File: src/sv/fspc_pkg.sv
// Shared constants and types for the FFT shift pad/crop address generator.
`default_nettype none

package fspc_pkg;

  localparam int MAX_DIM   = 1024;
  localparam int DIM_W     = 11;  // register width, holds 0..MAX_DIM
  localparam int COORD_W   = 10;  // pixel coordinate width
  localparam int ADDR_W    = 20;
  localparam int CFG_IDX_W = 3;

  typedef logic [DIM_W-1:0]     dim_t;
  typedef logic [COORD_W-1:0]   coord_t;
  typedef logic [ADDR_W-1:0]    addr_t;
  typedef logic [CFG_IDX_W-1:0] cfg_idx_t;

  localparam cfg_idx_t REG_IN_WIDTH   = cfg_idx_t'(0);
  localparam cfg_idx_t REG_IN_HEIGHT  = cfg_idx_t'(1);
  localparam cfg_idx_t REG_OUT_WIDTH  = cfg_idx_t'(2);
  localparam cfg_idx_t REG_OUT_HEIGHT = cfg_idx_t'(3);

  localparam dim_t DIM_RESET = dim_t'(256);
  localparam dim_t DIM_MAX   = dim_t'(MAX_DIM);

  // Result of mapping one axis position onto the input
  typedef struct packed {
    logic valid;
    dim_t src;
  } axis_res_t;

endpackage

`default_nettype wire

File: src/sv/fspc_ifs.sv
// Valid/ready channel interfaces for coordinates, results and configuration.
`default_nettype none

interface fspc_in_if
  import fspc_pkg::*;
();
  logic   valid;
  logic   ready;
  coord_t x_out;
  coord_t y_out;

  modport source (output valid, x_out, y_out, input ready);
  modport sink   (input valid, x_out, y_out, output ready);
endinterface

interface fspc_out_if
  import fspc_pkg::*;
();
  logic   valid;
  logic   ready;
  logic   is_zero;
  coord_t src_x;
  coord_t src_y;
  addr_t  src_addr;
  logic   out_of_range;

  modport source (output valid, is_zero, src_x, src_y, src_addr, out_of_range,
                  input ready);
  modport sink   (input valid, is_zero, src_x, src_y, src_addr, out_of_range,
                  output ready);
endinterface

interface fspc_cfg_if
  import fspc_pkg::*;
();
  logic     valid;
  logic     ready;
  cfg_idx_t index;
  dim_t     data;

  modport source (output valid, index, data, input ready);
  modport sink   (input valid, index, data, output ready);
endinterface

`default_nettype wire

File: src/sv/fspc_axis.sv
// One-axis swap-and-pad mapping from output position to input position.
`default_nettype none

module fspc_axis
  import fspc_pkg::*;
(
  input  dim_t      in_size,
  input  dim_t      out_size,
  input  coord_t    pos,
  output axis_res_t res
);

  dim_t half_in;
  dim_t first_end;
  dim_t p;
  dim_t s_low;
  dim_t s_crop;
  dim_t pad_start;

  always_comb begin
    half_in   = in_size >> 1;
    first_end = out_size - (out_size >> 1);   // out/2 rounded up
    p         = dim_t'(pos);
    s_low     = half_in + p;
    s_crop    = ((in_size - out_size) >> 1) + (p - first_end);
    pad_start = out_size - half_in;

    res.valid = 1'b0;
    res.src   = '0;
    if (p < first_end) begin
      res.valid = (s_low < in_size);
      res.src   = s_low;
    end else if (out_size <= in_size) begin
      res.valid = (s_crop < half_in);
      res.src   = s_crop;
    end else begin
      res.valid = (p >= pad_start);
      res.src   = p - pad_start;
    end
    if (!res.valid) begin
      res.src = '0;
    end
  end

endmodule

`default_nettype wire

File: src/sv/fft_shift_pad_crop_address.sv
// Top level of the FFT shift pad/crop address generator.
`default_nettype none

// For each output pixel coordinate beat the block returns the input pixel that an
// FFT shift with zero padding or cropping places there, its linear address
// src_x + in_width*src_y, and flags for padding and for coordinates outside the
// output size. It has an input register and a result register with the mapping,
// multiply and add between them: one coordinate is accepted every cycle unless
// backpressure stalls both registers, and its result passes from the input register
// to the result register and is then valid on out_if. Sizes are written through
// the cfg channel (always ready, values above 1024 saturate) and must only change
// while no beat is in flight.
module fft_shift_pad_crop_address
  import fspc_pkg::*;
(
  input  wire         clk,
  input  wire         rst_n,
  fspc_in_if.sink     in_if,
  fspc_out_if.source  out_if,
  fspc_cfg_if.sink    cfg_if
);

  dim_t in_width_r, in_height_r, out_width_r, out_height_r;
  dim_t cfg_val;

  // configuration
  assign cfg_if.ready = 1'b1;
  assign cfg_val = (cfg_if.data > DIM_MAX) ? DIM_MAX : cfg_if.data;

  always_ff @(posedge clk) begin
    if (!rst_n) begin
      in_width_r   <= DIM_RESET;
      in_height_r  <= DIM_RESET;
      out_width_r  <= DIM_RESET;
      out_height_r <= DIM_RESET;
    end else if (cfg_if.valid) begin
      unique case (cfg_if.index)
        REG_IN_WIDTH:   in_width_r   <= cfg_val;
        REG_IN_HEIGHT:  in_height_r  <= cfg_val;
        REG_OUT_WIDTH:  out_width_r  <= cfg_val;
        REG_OUT_HEIGHT: out_height_r <= cfg_val;
        default: ;
      endcase
    end
  end

  // pipeline control
  logic s1_v_r, s2_v_r;
  logic s1_en, s2_en;

  assign s2_en = !s2_v_r || out_if.ready;
  assign s1_en = !s1_v_r || s2_en;
  assign in_if.ready = s1_en;

  always_ff @(posedge clk) begin
    if (!rst_n) begin
      s1_v_r <= 1'b0;
      s2_v_r <= 1'b0;
    end else begin
      if (s1_en) s1_v_r <= in_if.valid;
      if (s2_en) s2_v_r <= s1_v_r;
    end
  end

  // stage 1: input register
  coord_t x_r, y_r;

  always_ff @(posedge clk) begin
    if (s1_en) begin
      x_r <= in_if.x_out;
      y_r <= in_if.y_out;
    end
  end

  // per-axis mapping
  axis_res_t res_x, res_y;

  fspc_axis u_axis_x (
    .in_size  (in_width_r),
    .out_size (out_width_r),
    .pos      (x_r),
    .res      (res_x)
  );

  fspc_axis u_axis_y (
    .in_size  (in_height_r),
    .out_size (out_height_r),
    .pos      (y_r),
    .res      (res_y)
  );

  logic   oor_nxt, zero_nxt;
  coord_t sx_nxt, sy_nxt;

  assign oor_nxt  = (dim_t'(x_r) >= out_width_r) || (dim_t'(y_r) >= out_height_r);
  assign zero_nxt = oor_nxt || !(res_x.valid && res_y.valid);
  assign sx_nxt   = zero_nxt ? '0 : res_x.src[COORD_W-1:0];
  assign sy_nxt   = zero_nxt ? '0 : res_y.src[COORD_W-1:0];

  // linear address
  logic [DIM_W+COORD_W-1:0] prod;
  addr_t addr_nxt;

  assign prod     = in_width_r * sy_nxt;
  assign addr_nxt = addr_t'(prod) + addr_t'(sx_nxt);

  // stage 2: result register
  logic   is_zero_r, out_of_range_r;
  coord_t src_x_r, src_y_r;
  addr_t  src_addr_r;

  always_ff @(posedge clk) begin
    if (s2_en) begin
      is_zero_r      <= zero_nxt;
      out_of_range_r <= oor_nxt;
      src_x_r        <= sx_nxt;
      src_y_r        <= sy_nxt;
      src_addr_r     <= addr_nxt;
    end
  end

  assign out_if.valid        = s2_v_r;
  assign out_if.is_zero      = is_zero_r;
  assign out_if.src_x        = src_x_r;
  assign out_if.src_y        = src_y_r;
  assign out_if.src_addr     = src_addr_r;
  assign out_if.out_of_range = out_of_range_r;

endmodule

`default_nettype wire

File: src/flat_wrapper.sv
// flat-port wrapper written by rule: the top's interface ports become plain ports
module fft_shift_pad_crop_address_flat import fspc_pkg::*;
  (clk, rst_n, in_if_valid, in_if_x_out, in_if_y_out, in_if_ready, out_if_valid, out_if_is_zero, out_if_src_x, out_if_src_y, out_if_src_addr, out_if_out_of_range, out_if_ready, cfg_if_valid, cfg_if_index, cfg_if_data, cfg_if_ready);
  fspc_in_if in_if_i ();
  fspc_out_if out_if_i ();
  fspc_cfg_if cfg_if_i ();
  input  wire clk;
  input  wire rst_n;
  input wire logic [$bits(in_if_i.valid)-1:0] in_if_valid;
  input wire logic [$bits(in_if_i.x_out)-1:0] in_if_x_out;
  input wire logic [$bits(in_if_i.y_out)-1:0] in_if_y_out;
  output wire logic [$bits(in_if_i.ready)-1:0] in_if_ready;
  output wire logic [$bits(out_if_i.valid)-1:0] out_if_valid;
  output wire logic [$bits(out_if_i.is_zero)-1:0] out_if_is_zero;
  output wire logic [$bits(out_if_i.src_x)-1:0] out_if_src_x;
  output wire logic [$bits(out_if_i.src_y)-1:0] out_if_src_y;
  output wire logic [$bits(out_if_i.src_addr)-1:0] out_if_src_addr;
  output wire logic [$bits(out_if_i.out_of_range)-1:0] out_if_out_of_range;
  input wire logic [$bits(out_if_i.ready)-1:0] out_if_ready;
  input wire logic [$bits(cfg_if_i.valid)-1:0] cfg_if_valid;
  input wire logic [$bits(cfg_if_i.index)-1:0] cfg_if_index;
  input wire logic [$bits(cfg_if_i.data)-1:0] cfg_if_data;
  output wire logic [$bits(cfg_if_i.ready)-1:0] cfg_if_ready;
  assign in_if_i.valid = in_if_valid;
  assign in_if_i.x_out = in_if_x_out;
  assign in_if_i.y_out = in_if_y_out;
  assign in_if_ready = in_if_i.ready;
  assign out_if_valid = out_if_i.valid;
  assign out_if_is_zero = out_if_i.is_zero;
  assign out_if_src_x = out_if_i.src_x;
  assign out_if_src_y = out_if_i.src_y;
  assign out_if_src_addr = out_if_i.src_addr;
  assign out_if_out_of_range = out_if_i.out_of_range;
  assign out_if_i.ready = out_if_ready;
  assign cfg_if_i.valid = cfg_if_valid;
  assign cfg_if_i.index = cfg_if_index;
  assign cfg_if_i.data = cfg_if_data;
  assign cfg_if_ready = cfg_if_i.ready;
  fft_shift_pad_crop_address u_core (.clk(clk), .rst_n(rst_n), .in_if(in_if_i), .out_if(out_if_i), .cfg_if(cfg_if_i));
endmodule
File: config.mk
export PLATFORM = sky130hd
export DESIGN_NAME = fft_shift_pad_crop_address_flat
export DESIGN_NICKNAME = d
export VERILOG_FILES = /design/src/sv/fspc_pkg.sv /design/src/sv/fspc_ifs.sv /design/src/sv/fspc_axis.sv /design/src/sv/fft_shift_pad_crop_address.sv /design/src/flat_wrapper.sv
export SDC_FILE = /design/constraint.sdc
export NUM_CORES = 1
export LEC_CHECK = 0
export BUFFER_PORTS_ARGS = -buffer_cell sky130_fd_sc_hd__buf_2
export CAP_MARGIN = 40
export CELL_PAD_IN_SITES_DETAIL_PLACEMENT = 0
export CELL_PAD_IN_SITES_GLOBAL_PLACEMENT = 1
export CORE_MARGIN = 4
export CORE_UTILIZATION = 36
export CTS_BUF_LIST = sky130_fd_sc_hd__clkbuf_8 sky130_fd_sc_hd__clkbuf_16
export DETAILED_ROUTE_END_ITERATION = 10
export MAX_ROUTING_LAYER = met4
export PLACE_DENSITY_LB_ADDON = 0.15
export SYNTH_ARGS = -nofsm -noshare
export SYNTH_HDL_FRONTEND = slang
export SYNTH_SLANG_ARGS = --single-unit
File: constraint.sdc
create_clock -name clk -period 31.5 [get_ports clk]
set_clock_uncertainty 0.15 [all_clocks]
set_input_delay 4.725 -clock clk [delete_from_list [all_inputs] [get_ports clk]]
set_output_delay 4.725 -clock clk [all_outputs]
set_load 0.03 [all_outputs]
==> flow_summary.ini, run 1 <==
[sta]
slew_headroom = 0.427
setup_viol = 0
min_period_ps = 11850
final.period_utilization = 0.376
rsz0062_at_grt = no
worst_pin_slew_ps = 836
tns_ps = 0
max_freq_mhz = 84.4
hold_viol_final = 0
drv_slew = 0
fin_ws_ps = 19650

[synth]
ys_warn_count = 0
synth_edf_count = 62
ys.flop_type = edfxtp_1
async_reset_ff_frac = 0
netlist_instances = 1724
syn-num-nets = 2127
syn-cell-area_um2 = 15000
ys_seq_area_frac = 0.185
synth_cell_type_count = 71
syn_avg_cell_area_um2 = 8.73
synth.ff_latch_count = 108

[floorplanning]
die_y_um = 212
die_area_um2 = 45100
fp.coreArea_um2 = 41100
num_io_pins = 84
start_util = 0.366
fp.dieW_um = 212
rows = 74

[cts]
cts_hold_buffers = 0
cts.repair.resized = 0
htreeDepth = 3
clkLatencyLatePin_ps = 400
cts_tree = done
cts_buffers = 9
clock_sinks = 108
clk_pin_slew_worst_paths_ps = 90
clk_path_buf_depth = 2
cts_setup_buffers = 0
ctsRootBufferMaster = clkbuf_16

[place]
io_buffers = 82
post-place-ws_ps = 19670
routabilityCongestion = 0.920
hpwl_um = 37000

[critical_path]
path_class = register to register
crit_path_max_incr_delay_ps = 700
end_kind = register
critPathLaunchType = register
worstPathRequired_ps = 31500
cp_max_fo = 79
cp_common_cell = fa_1
worstPathArrival_ps = 11850
crit_slowest_cell = a2111oi_0

[global_route]
gr-usage-met3 = 0.0283
track_usage = 0.209
grt.busiest_layer = met2
grt_first_pass_wirelength_um = 69700
met2_usage = 0.351
antenna_found_initial = 0
grt_max_degree = 80
grt_overflow = 0
grt_use_met1 = 0.262
grt_pass1_vias = 12374

[final_layout]
mostFrequentLayoutCell = ha_1
drive_above_1_share = 0.0771
layout_common_cells = 257 x ha_1, 232 x inv_1, 187 x nand2_1
final_nets = 2202
fillCellCount = 4230
area_delta_synth_final_pct = 9.32

[power_and_ir_drop]
leakagePower_nw = 7.72
peakVddDrop_uv = 26.3
power.density_nw_per_um2 = 38.2

[routing]
drtAntennaViolNets = 0
post_drt_wl_per_cell_um = 19.1
drc = 0
drt_iter0_drc = 690
vias = 12168
routed_wl_um = 44600
first_pass_iters = 5
viasPerCell = 5.21

[job]
drv_cap = 0

[worst_hold_path]
min_path_type = register to register

[status]
status = complete, no violations
-- metrics by stage --
step / instance area (µm²) / util / hold WS [ps] / std cells / total power (W)
after detailed placement: 16100 / 0.392 / 332 / 2319 / 0.000498
after global routing: 16400 / 0.400 / 390 / 2336 / 0.000679
after floorplan: 15000 / - / 307 / 1724 / 0.000411
after global placement: 16100 / 0.391 / 320 / 2314 / 0.000492
final: 16400 / 0.400 / 347 / 2337 / 0.000628
after CTS: 16400 / 0.400 / 352 / 2335 / 0.000634
-- cell usage after synthesis (15+ instances only) --
cell type,number,share of area
nor3_1,79,0.026
nand2b_1,26,0.011
fa_1,107,0.14
xnor2_1,74,0.043
edfxtp_1,62,0.12
clkbuf_1,26,0.0065
nor2b_1,33,0.014
a21o_1,45,0.022
nand3_1,17,0.0057
inv_1,233,0.058
nand2_1,187,0.047
ha_1,257,0.21
a21oi_1,102,0.034
o211ai_1,15,0.0075
o21ai_0,63,0.021
nor2_1,67,0.017
xor2_1,37,0.022
dfxtp_1,46,0.061
o21a_1,21,0.010
a21boi_0,44,0.022
-- per-layer routing --
metal	routed length, µm	share of wire
met5	0	0
met4	1160	0.026
met3	1430	0.032
met2	21700	0.49
met1	20300	0.46
-- final timing paths --
path                                from                    endpoint  slack, ps  cells after the start
setup / recovery  u_core.out_height_r[1]  u_core.out_if.src_addr[19]      19650                     40
hold / removal             u_core.s1_v_r         u_core.out_if.valid        350                      1
setup reg to reg  u_core.out_height_r[1]  u_core.out_if.src_addr[19]      19650                     40
hold reg to reg            u_core.s1_v_r         u_core.out_if.valid        350                      1
-- worst max-delay path, delay by kind of cell, from the launching register on --
kind                     cells  cell delay [ps]
flip-flops                   1              530
adder cells (fa/ha/maj)     10             4190
AND/OR/NAND/NOR              7             1910
buffers and inverters        6              750
AO/OA/AOI/OAI               15             3470
XOR/XNOR                     2              570
-- cells by family after synthesis --
| group | synth area share |
|---|---|
| buffers and inverters | 0.0690 |
| XOR/XNOR | 0.0661 |
| other | 0.000249 |
| flip-flops | 0.185 |
| AO/OA/AOI/OAI | 0.164 |
| AND/OR/NAND/NOR | 0.149 |
| multiplexers | 0.0109 |
| adder cells (fa/ha/maj) | 0.356 |
-- cell type report --
cell class | count | area [µm²] | share of cell area
multi-input cells | 1343 | 11200 | 0.683
flip-flops and latches | 108 | 2780 | 0.169
inverters | 240 | 901 | 0.0548
well taps | 532 | 666 | 0.0405
repair buffers | 97 | 542 | 0.0329
clock buffers | 12 | 278 | 0.0169
clock inverters | 4 | 41.3 | 0.00251
diodes | 1 | 2.50 | 0.000152
-- where the power goes --
group          leakage [nW]  switching (W)  internal [W]
sequential             1.08     0.00000794      0.000159
combinational          6.48       0.000198      0.000131
clock                 0.165      0.0000644     0.0000676
total                  7.72       0.000270      0.000357
-- flip-flops by register name, summed over array words and instances, names as in the netlist --
name                        count
u_core.in_height_r             11
u_core.x_r                     10
u_core.out_height_r            11
u_core.out_if.valid             1
u_core.out_if.src_x            10
u_core.in_width_r              11
u_core.out_if.src_addr         20
u_core.y_r                     10
u_core.out_if.is_zero           1
u_core.s1_v_r                   1
u_core.out_width_r             11
u_core.out_if.src_y            10
u_core.out_if.out_of_range      1
No activity file was read; power rests on OpenSTA's default activity.
==> run 2: changes to the inputs <==
--- a/config.mk
+++ b/config.mk
@@ -5,6 +5,7 @@
 export SDC_FILE = /design/constraint.sdc
 export NUM_CORES = 1
 export LEC_CHECK = 0
+export ABC_AREA = 1
 export BUFFER_PORTS_ARGS = -buffer_cell sky130_fd_sc_hd__buf_2
 export CAP_MARGIN = 40
 export CELL_PAD_IN_SITES_DETAIL_PLACEMENT = 0
==> constraint.sdc (replaced) <==
create_clock -name clk -period 10.79 [get_ports clk]
set_clock_uncertainty 0.15 [all_clocks]
set_input_delay 1.6185 -clock clk [delete_from_list [all_inputs] [get_ports clk]]
set_output_delay 1.6185 -clock clk [all_outputs]
set_load 0.03 [all_outputs]
==> flow_summary.ini, run 2 <==
[status]
status = complete, no violations

[synth]
synth_cell_type_count = 52
ys.flop_type = edfxtp_1
ys_seq_area_frac = 0.179
yosysTopAreaCell = ha_1
syn_avg_cell_area_um2 = 7.88
synthTopCellsByArea = ha_1 21%, fa_1 14%, edfxtp_1 12%
syn-num-nets = 2377
ys_warn_count = 0
async_reset_ff_frac = 0
synth_top_area_frac = 0.207
synth.ff_latch_count = 108
ys_top_cells_by_count = 344 x inv_1, 329 x nand2_1, 257 x ha_1, 179 x a21oi_1, 137 x nor2_1
netlist_instances = 1974
synth_edf_count = 62
synth_most_common_cell = inv_1
syn-cell-area_um2 = 15600

[floorplanning]
die_area_um2 = 46600
fp.dieW_um = 216
start_util = 0.368
rows = 75
fp.coreArea_um2 = 42300
num_io_pins = 84
die_y_um = 216

[final_layout]
final_nets = 2483
layout_common_cells = 346 x inv_1, 327 x nand2_1, 257 x ha_1
area_delta_synth_final_pct = 10.5
stdcell_count = 2662
drive_above_1_share = 0.0945
finish.utilization = 0.406
antennaDiodeCount = 0
mostFrequentLayoutCell = inv_1
largest_register_ffs = 20

[sta]
holdWs_ps = 334
drv_slew = 0
max_freq_mhz = 98.2
slew_headroom = 0.549
final.period_utilization = 0.944
min_period_ps = 10180
worst_pin_slew_ps = 676
hold_viol_final = 0
setup_viol = 0

[place]
routabilityCongestion = 0.946
io_buffers = 82
dp_cells = 2643
hpwl_um = 42400

[critical_path]
r2r_cells = 44
worstPathRequired_ps = 10790
path_class = register to register
path_delay_family = adder cells
crit_path_max_incr_delay_ps = 540
crit_slowest_cell = fa_1
critPathBufInv = 8
reg2reg_to = u_core.out_if.src_addr[19]
cp_max_fo = 7
critPathLaunchType = register
cp_common_cell = nand2_1
rrSetupSlack_ps = 610
reg2reg_from = u_core.out_width_r[5]
end_kind = register
worstPathArrival_ps = 10180

[power_and_ir_drop]
peakVddDrop_uv = 133
leakagePower_nw = 8.97
total_power_w = 0.00253
power.density_nw_per_um2 = 147

[global_route]
track_usage = 0.226
grt_max_degree = 45
grt_pass1_vias = 13667
antenna_found_initial = 0
grt_first_pass_wirelength_um = 78700
grt_overflow = 0

[job]
drv_cap = 0

[worst_hold_path]
hold_depth = 2
hold_start = u_core.s1_v_r
min_path_type = register to register
hold_end = u_core.out_if.valid

[cts]
cts_tree = done
cts_buffers = 9
clk_pin_slew_worst_paths_ps = 100
ctsRootBufferMaster = clkbuf_16
cts_hold_buffers = 0
htreeDepth = 3
clk_path_buf_depth = 2
clock_sinks = 108
clkLatencyLatePin_ps = 400

[routing]
post_drt_wl_per_cell_um = 19.1
vias = 13390
drt_iter0_drc = 886
drtAntennaViolNets = 0
first_pass_iters = 5
viasPerCell = 5.03
drc = 0
routed_wl_um = 50800
-- run 2: cell count changes in the layout (fill, tap and decap cells not counted), moves of 40 or more --
| cell | previous run | this run |
|---|---|---|
| nand2_1 | 187 | 327 |
| inv_1 | 232 | 346 |
| a21oi_1 | 102 | 176 |
| nor2_1 | 67 | 137 |
| nor3_1 | 79 | 13 |
| nand3_1 | 17 | 77 |
| a21boi_0 | 44 | 1 |
| xnor2_1 | 74 | 34 |
-- run 2: area by class of cell --
type	instances	area (µm²)
Clock buffer	9	225
Clock inverter	7	50.0
Fill cell	4457	25100
Inverter	360	1360
Multi-Input combinational cell	1487	11400
Sequential cell	108	2780
Tap cell	577	722
Timing Repair Buffer	114	651
-- run 2: worst max path at each step --
stage / startpoint / to / depth (start not counted)
after floorplan: u_core.out_height_r[1] / u_core.out_if.src_addr[16] / 50
after global placement: u_core.out_height_r[0] / u_core.out_if.src_addr[16] / 51
after detailed placement: u_core.out_height_r[0] / u_core.out_if.src_addr[16] / 51
after CTS: u_core.out_height_r[0] / u_core.out_if.src_addr[16] / 51
after global routing: u_core.out_height_r[1] / u_core.out_if.src_addr[19] / 52
final: u_core.out_width_r[5] / u_core.out_if.src_addr[19] / 44
-- run 2: cells by family (layout without fill, tap and decap cells) --
kind of cell             count (synthesis)  after routing  share of synthesized area
AND/OR/NAND/NOR                        631            631                      0.183
adder cells (fa/ha/maj)                364            364                      0.344
flip-flops                             108            108                      0.179
other                                    1              1                   0.000241
XOR/XNOR                               109            109                     0.0613
AO/OA/AOI/OAI                          382            382                      0.139
buffers and inverters                  379            490                     0.0932
-- run 2: through the flow --
stage / instance area [µm²] / worst slack (ps) / TNS (ps)
6_report: 17200 / 608 / 0
5_1_grt: 17200 / -24.4 / -24.4
4_1_cts: 17100 / 159 / 0
3_5_place_dp: 16800 / 244 / 0
3_3_place_gp: 16800 / 483 / 0
2_1_floorplan: 15600 / 1290 / 0
-- run 2: worst min-delay path, cell delays in order, from the launching register on --
cell and delay [ps]:
dfxtp_1 340, inv_1 50, a21oi_1 60
-- run 2: timing repair --
action                     4_1_cts  5_1_grt
setup buffers                    0        3
setup endpoints to repair        0       10
resized for setup                0       16
-- run 2: where the power goes --
group          switching, W  total (W)  internal, W
Sequential        0.0000275   0.000502     0.000474
Clock              0.000175   0.000333     0.000159
Combinational       0.00109    0.00169     0.000607
-- run 2: per-layer routing --
metal  up-vias  global-route usage  wire length (µm)
met5         -                   -                 0
met4         0              0.0632              1380
met3        57              0.0257              1710
met2       224               0.390             24800
met1      6361               0.282             22900
li1       6748                   -                 -
==> run 3: changes to the inputs <==
--- a/config.mk
+++ b/config.mk
@@ -7,11 +7,11 @@
 export LEC_CHECK = 0
 export ABC_AREA = 1
 export BUFFER_PORTS_ARGS = -buffer_cell sky130_fd_sc_hd__buf_2
-export CAP_MARGIN = 40
+export CAP_MARGIN = 20
 export CELL_PAD_IN_SITES_DETAIL_PLACEMENT = 0
 export CELL_PAD_IN_SITES_GLOBAL_PLACEMENT = 1
 export CORE_MARGIN = 4
-export CORE_UTILIZATION = 36
+export CORE_UTILIZATION = 43
 export CTS_BUF_LIST = sky130_fd_sc_hd__clkbuf_8 sky130_fd_sc_hd__clkbuf_16
 export DETAILED_ROUTE_END_ITERATION = 10
 export MAX_ROUTING_LAYER = met4
==> flow_summary.ini, run 3 (synthesis gave the netlist of run 2 again) <==
[final_layout]
area_delta_synth_final_pct = 9.24
drive_above_1_share = 0.0909
stdcell_count = 2541
final_nets = 2478
layout_common_cells = 345 x inv_1, 327 x nand2_1, 257 x ha_1
largest_register_ffs = 20
mostFrequentLayoutCell = inv_1
antennaDiodeCount = 0

[sta]
setup_viol = 0
tns_ps = 0
max_freq_mhz = 98.0
slew_headroom = 0.316
final.period_utilization = 0.946
worst_pin_slew_ps = 1020
drv_slew = 0
rsz0062_at_grt = no
hold_viol_final = 0
min_period_ps = 10210

[critical_path]
cp_max_fo = 7
end_kind = register
path_class = register to register
reg2reg_from = u_core.out_height_r[0]
cp_common_cell = nand2_1
crit_path_max_incr_delay_ps = 550
crit_slowest_cell = fa_1
worstPathRequired_ps = 10800
critPathLaunchType = register
worstPathArrival_ps = 10210
path_depth = 48
critPathBufInv = 9
r2r_cells = 48
path_delay_family = adder cells
rrSetupSlack_ps = 580
worstSetupStartpoint = u_core.out_height_r[0]

[floorplanning]
rows = 69
num_io_pins = 84
start_util = 0.436
die_y_um = 198
fp.dieW_um = 198
die_area_um2 = 39300
fp.coreArea_um2 = 35700

[power_and_ir_drop]
total_power_w = 0.00254
leakagePower_nw = 8.94
power.density_nw_per_um2 = 149
peakVddDrop_uv = 142

[routing]
drc = 0
drt_iter0_drc = 806
drtAntennaViolNets = 0
viasPerCell = 5.30
vias = 13460
first_pass_iters = 5
routed_wl_um = 49300
post_drt_wl_per_cell_um = 19.4

[cts]
cts_tree = done
cts_buffers = 9
clk_pin_slew_worst_paths_ps = 90
clock_sinks = 108
ctsRootBufferMaster = clkbuf_16
clk_path_buf_depth = 2
clkLatencyLatePin_ps = 390
htreeDepth = 3
cts_hold_buffers = 0

[place]
io_buffers = 82
hpwl_um = 41400
dp_cells = 2522
routabilityCongestion = 0.960

[global_route]
track_usage = 0.265
grt_overflow = 0
grt_first_pass_wirelength_um = 77400
antenna_found_initial = 0
grt_max_degree = 45
grt_pass1_vias = 13655

[worst_hold_path]
hold_depth = 2
min_path_type = register to register
hold_start = u_core.s1_v_r

[job]
drv_cap = 0

[status]
status = complete, no violations
-- run 3: cell count changes in the layout (fill, tap and decap cells not counted), moves of 2 or more --
cell	change
inv_4	+2
buf_4	-6
a21oi_1	+2
a21oi_2	-2
-- run 3: through the flow --
stage | utilization | hold slack [ps] | setup WS [ps] | cell area, µm²
6_report | 0.477 | 306 | 581 | 17000
2_1_floorplan | - | 279 | 1290 | 15600
4_1_cts | 0.475 | 314 | 308 | 16900
3_3_place_gp | 0.467 | 287 | 522 | 16600
3_5_place_dp | 0.467 | 302 | 344 | 16600
5_1_grt | 0.477 | 348 | 38.4 | 17000
-- run 3: layout make-up --
class                      count  area, µm²
fill                        3637      18700
multi-input combinational   1487      11400
sequential                   108       2780
inverter                     360       1360
timing repair buffer         109        626
tap                          461        577
clock buffer                   9        225
clock inverter                 7       50.0
-- run 3: worst register-to-register path: cells and delay by family, from the launching register on --
family                     cells  cell delay (ps)
DFF                            1              350
adders and majority gates     11             4780
and+or+nand+nor               20             2270
AOI/OAI and AO/OA              6             1030
buffers and inverters          9              870
xor gates and xnor gates       2              530
-- run 3: power breakdown --
part           internal, W  switching, W
clock network     0.000159      0.000177
registers         0.000474     0.0000299
logic             0.000609       0.00109
-- run 3: worst paths after layout --
path | to
max | u_core.out_if.src_addr[19]
min | u_core.out_if.valid
max reg2reg | u_core.out_if.src_addr[19]
min reg2reg | u_core.out_if.valid
-- run 3: per-layer routing --
| metal | routed length (µm) | GRT usage | vias up | part of all wire |
|---|---|---|---|---|
| met5 | 0 | - | - | 0 |
| met4 | 1790 | 0.0923 | 0 | 0.036 |
| met3 | 1770 | 0.0225 | 78 | 0.036 |
| met2 | 24000 | 0.451 | 307 | 0.49 |
| met1 | 21700 | 0.332 | 6333 | 0.44 |
| li1 | - | - | 6742 | - |
-- run 3: timing repair --
item | in CTS | in global routing
resized for setup | 0 | 12
buffers inserted | 0 | 2
setup endpoints to repair | 0 | 10
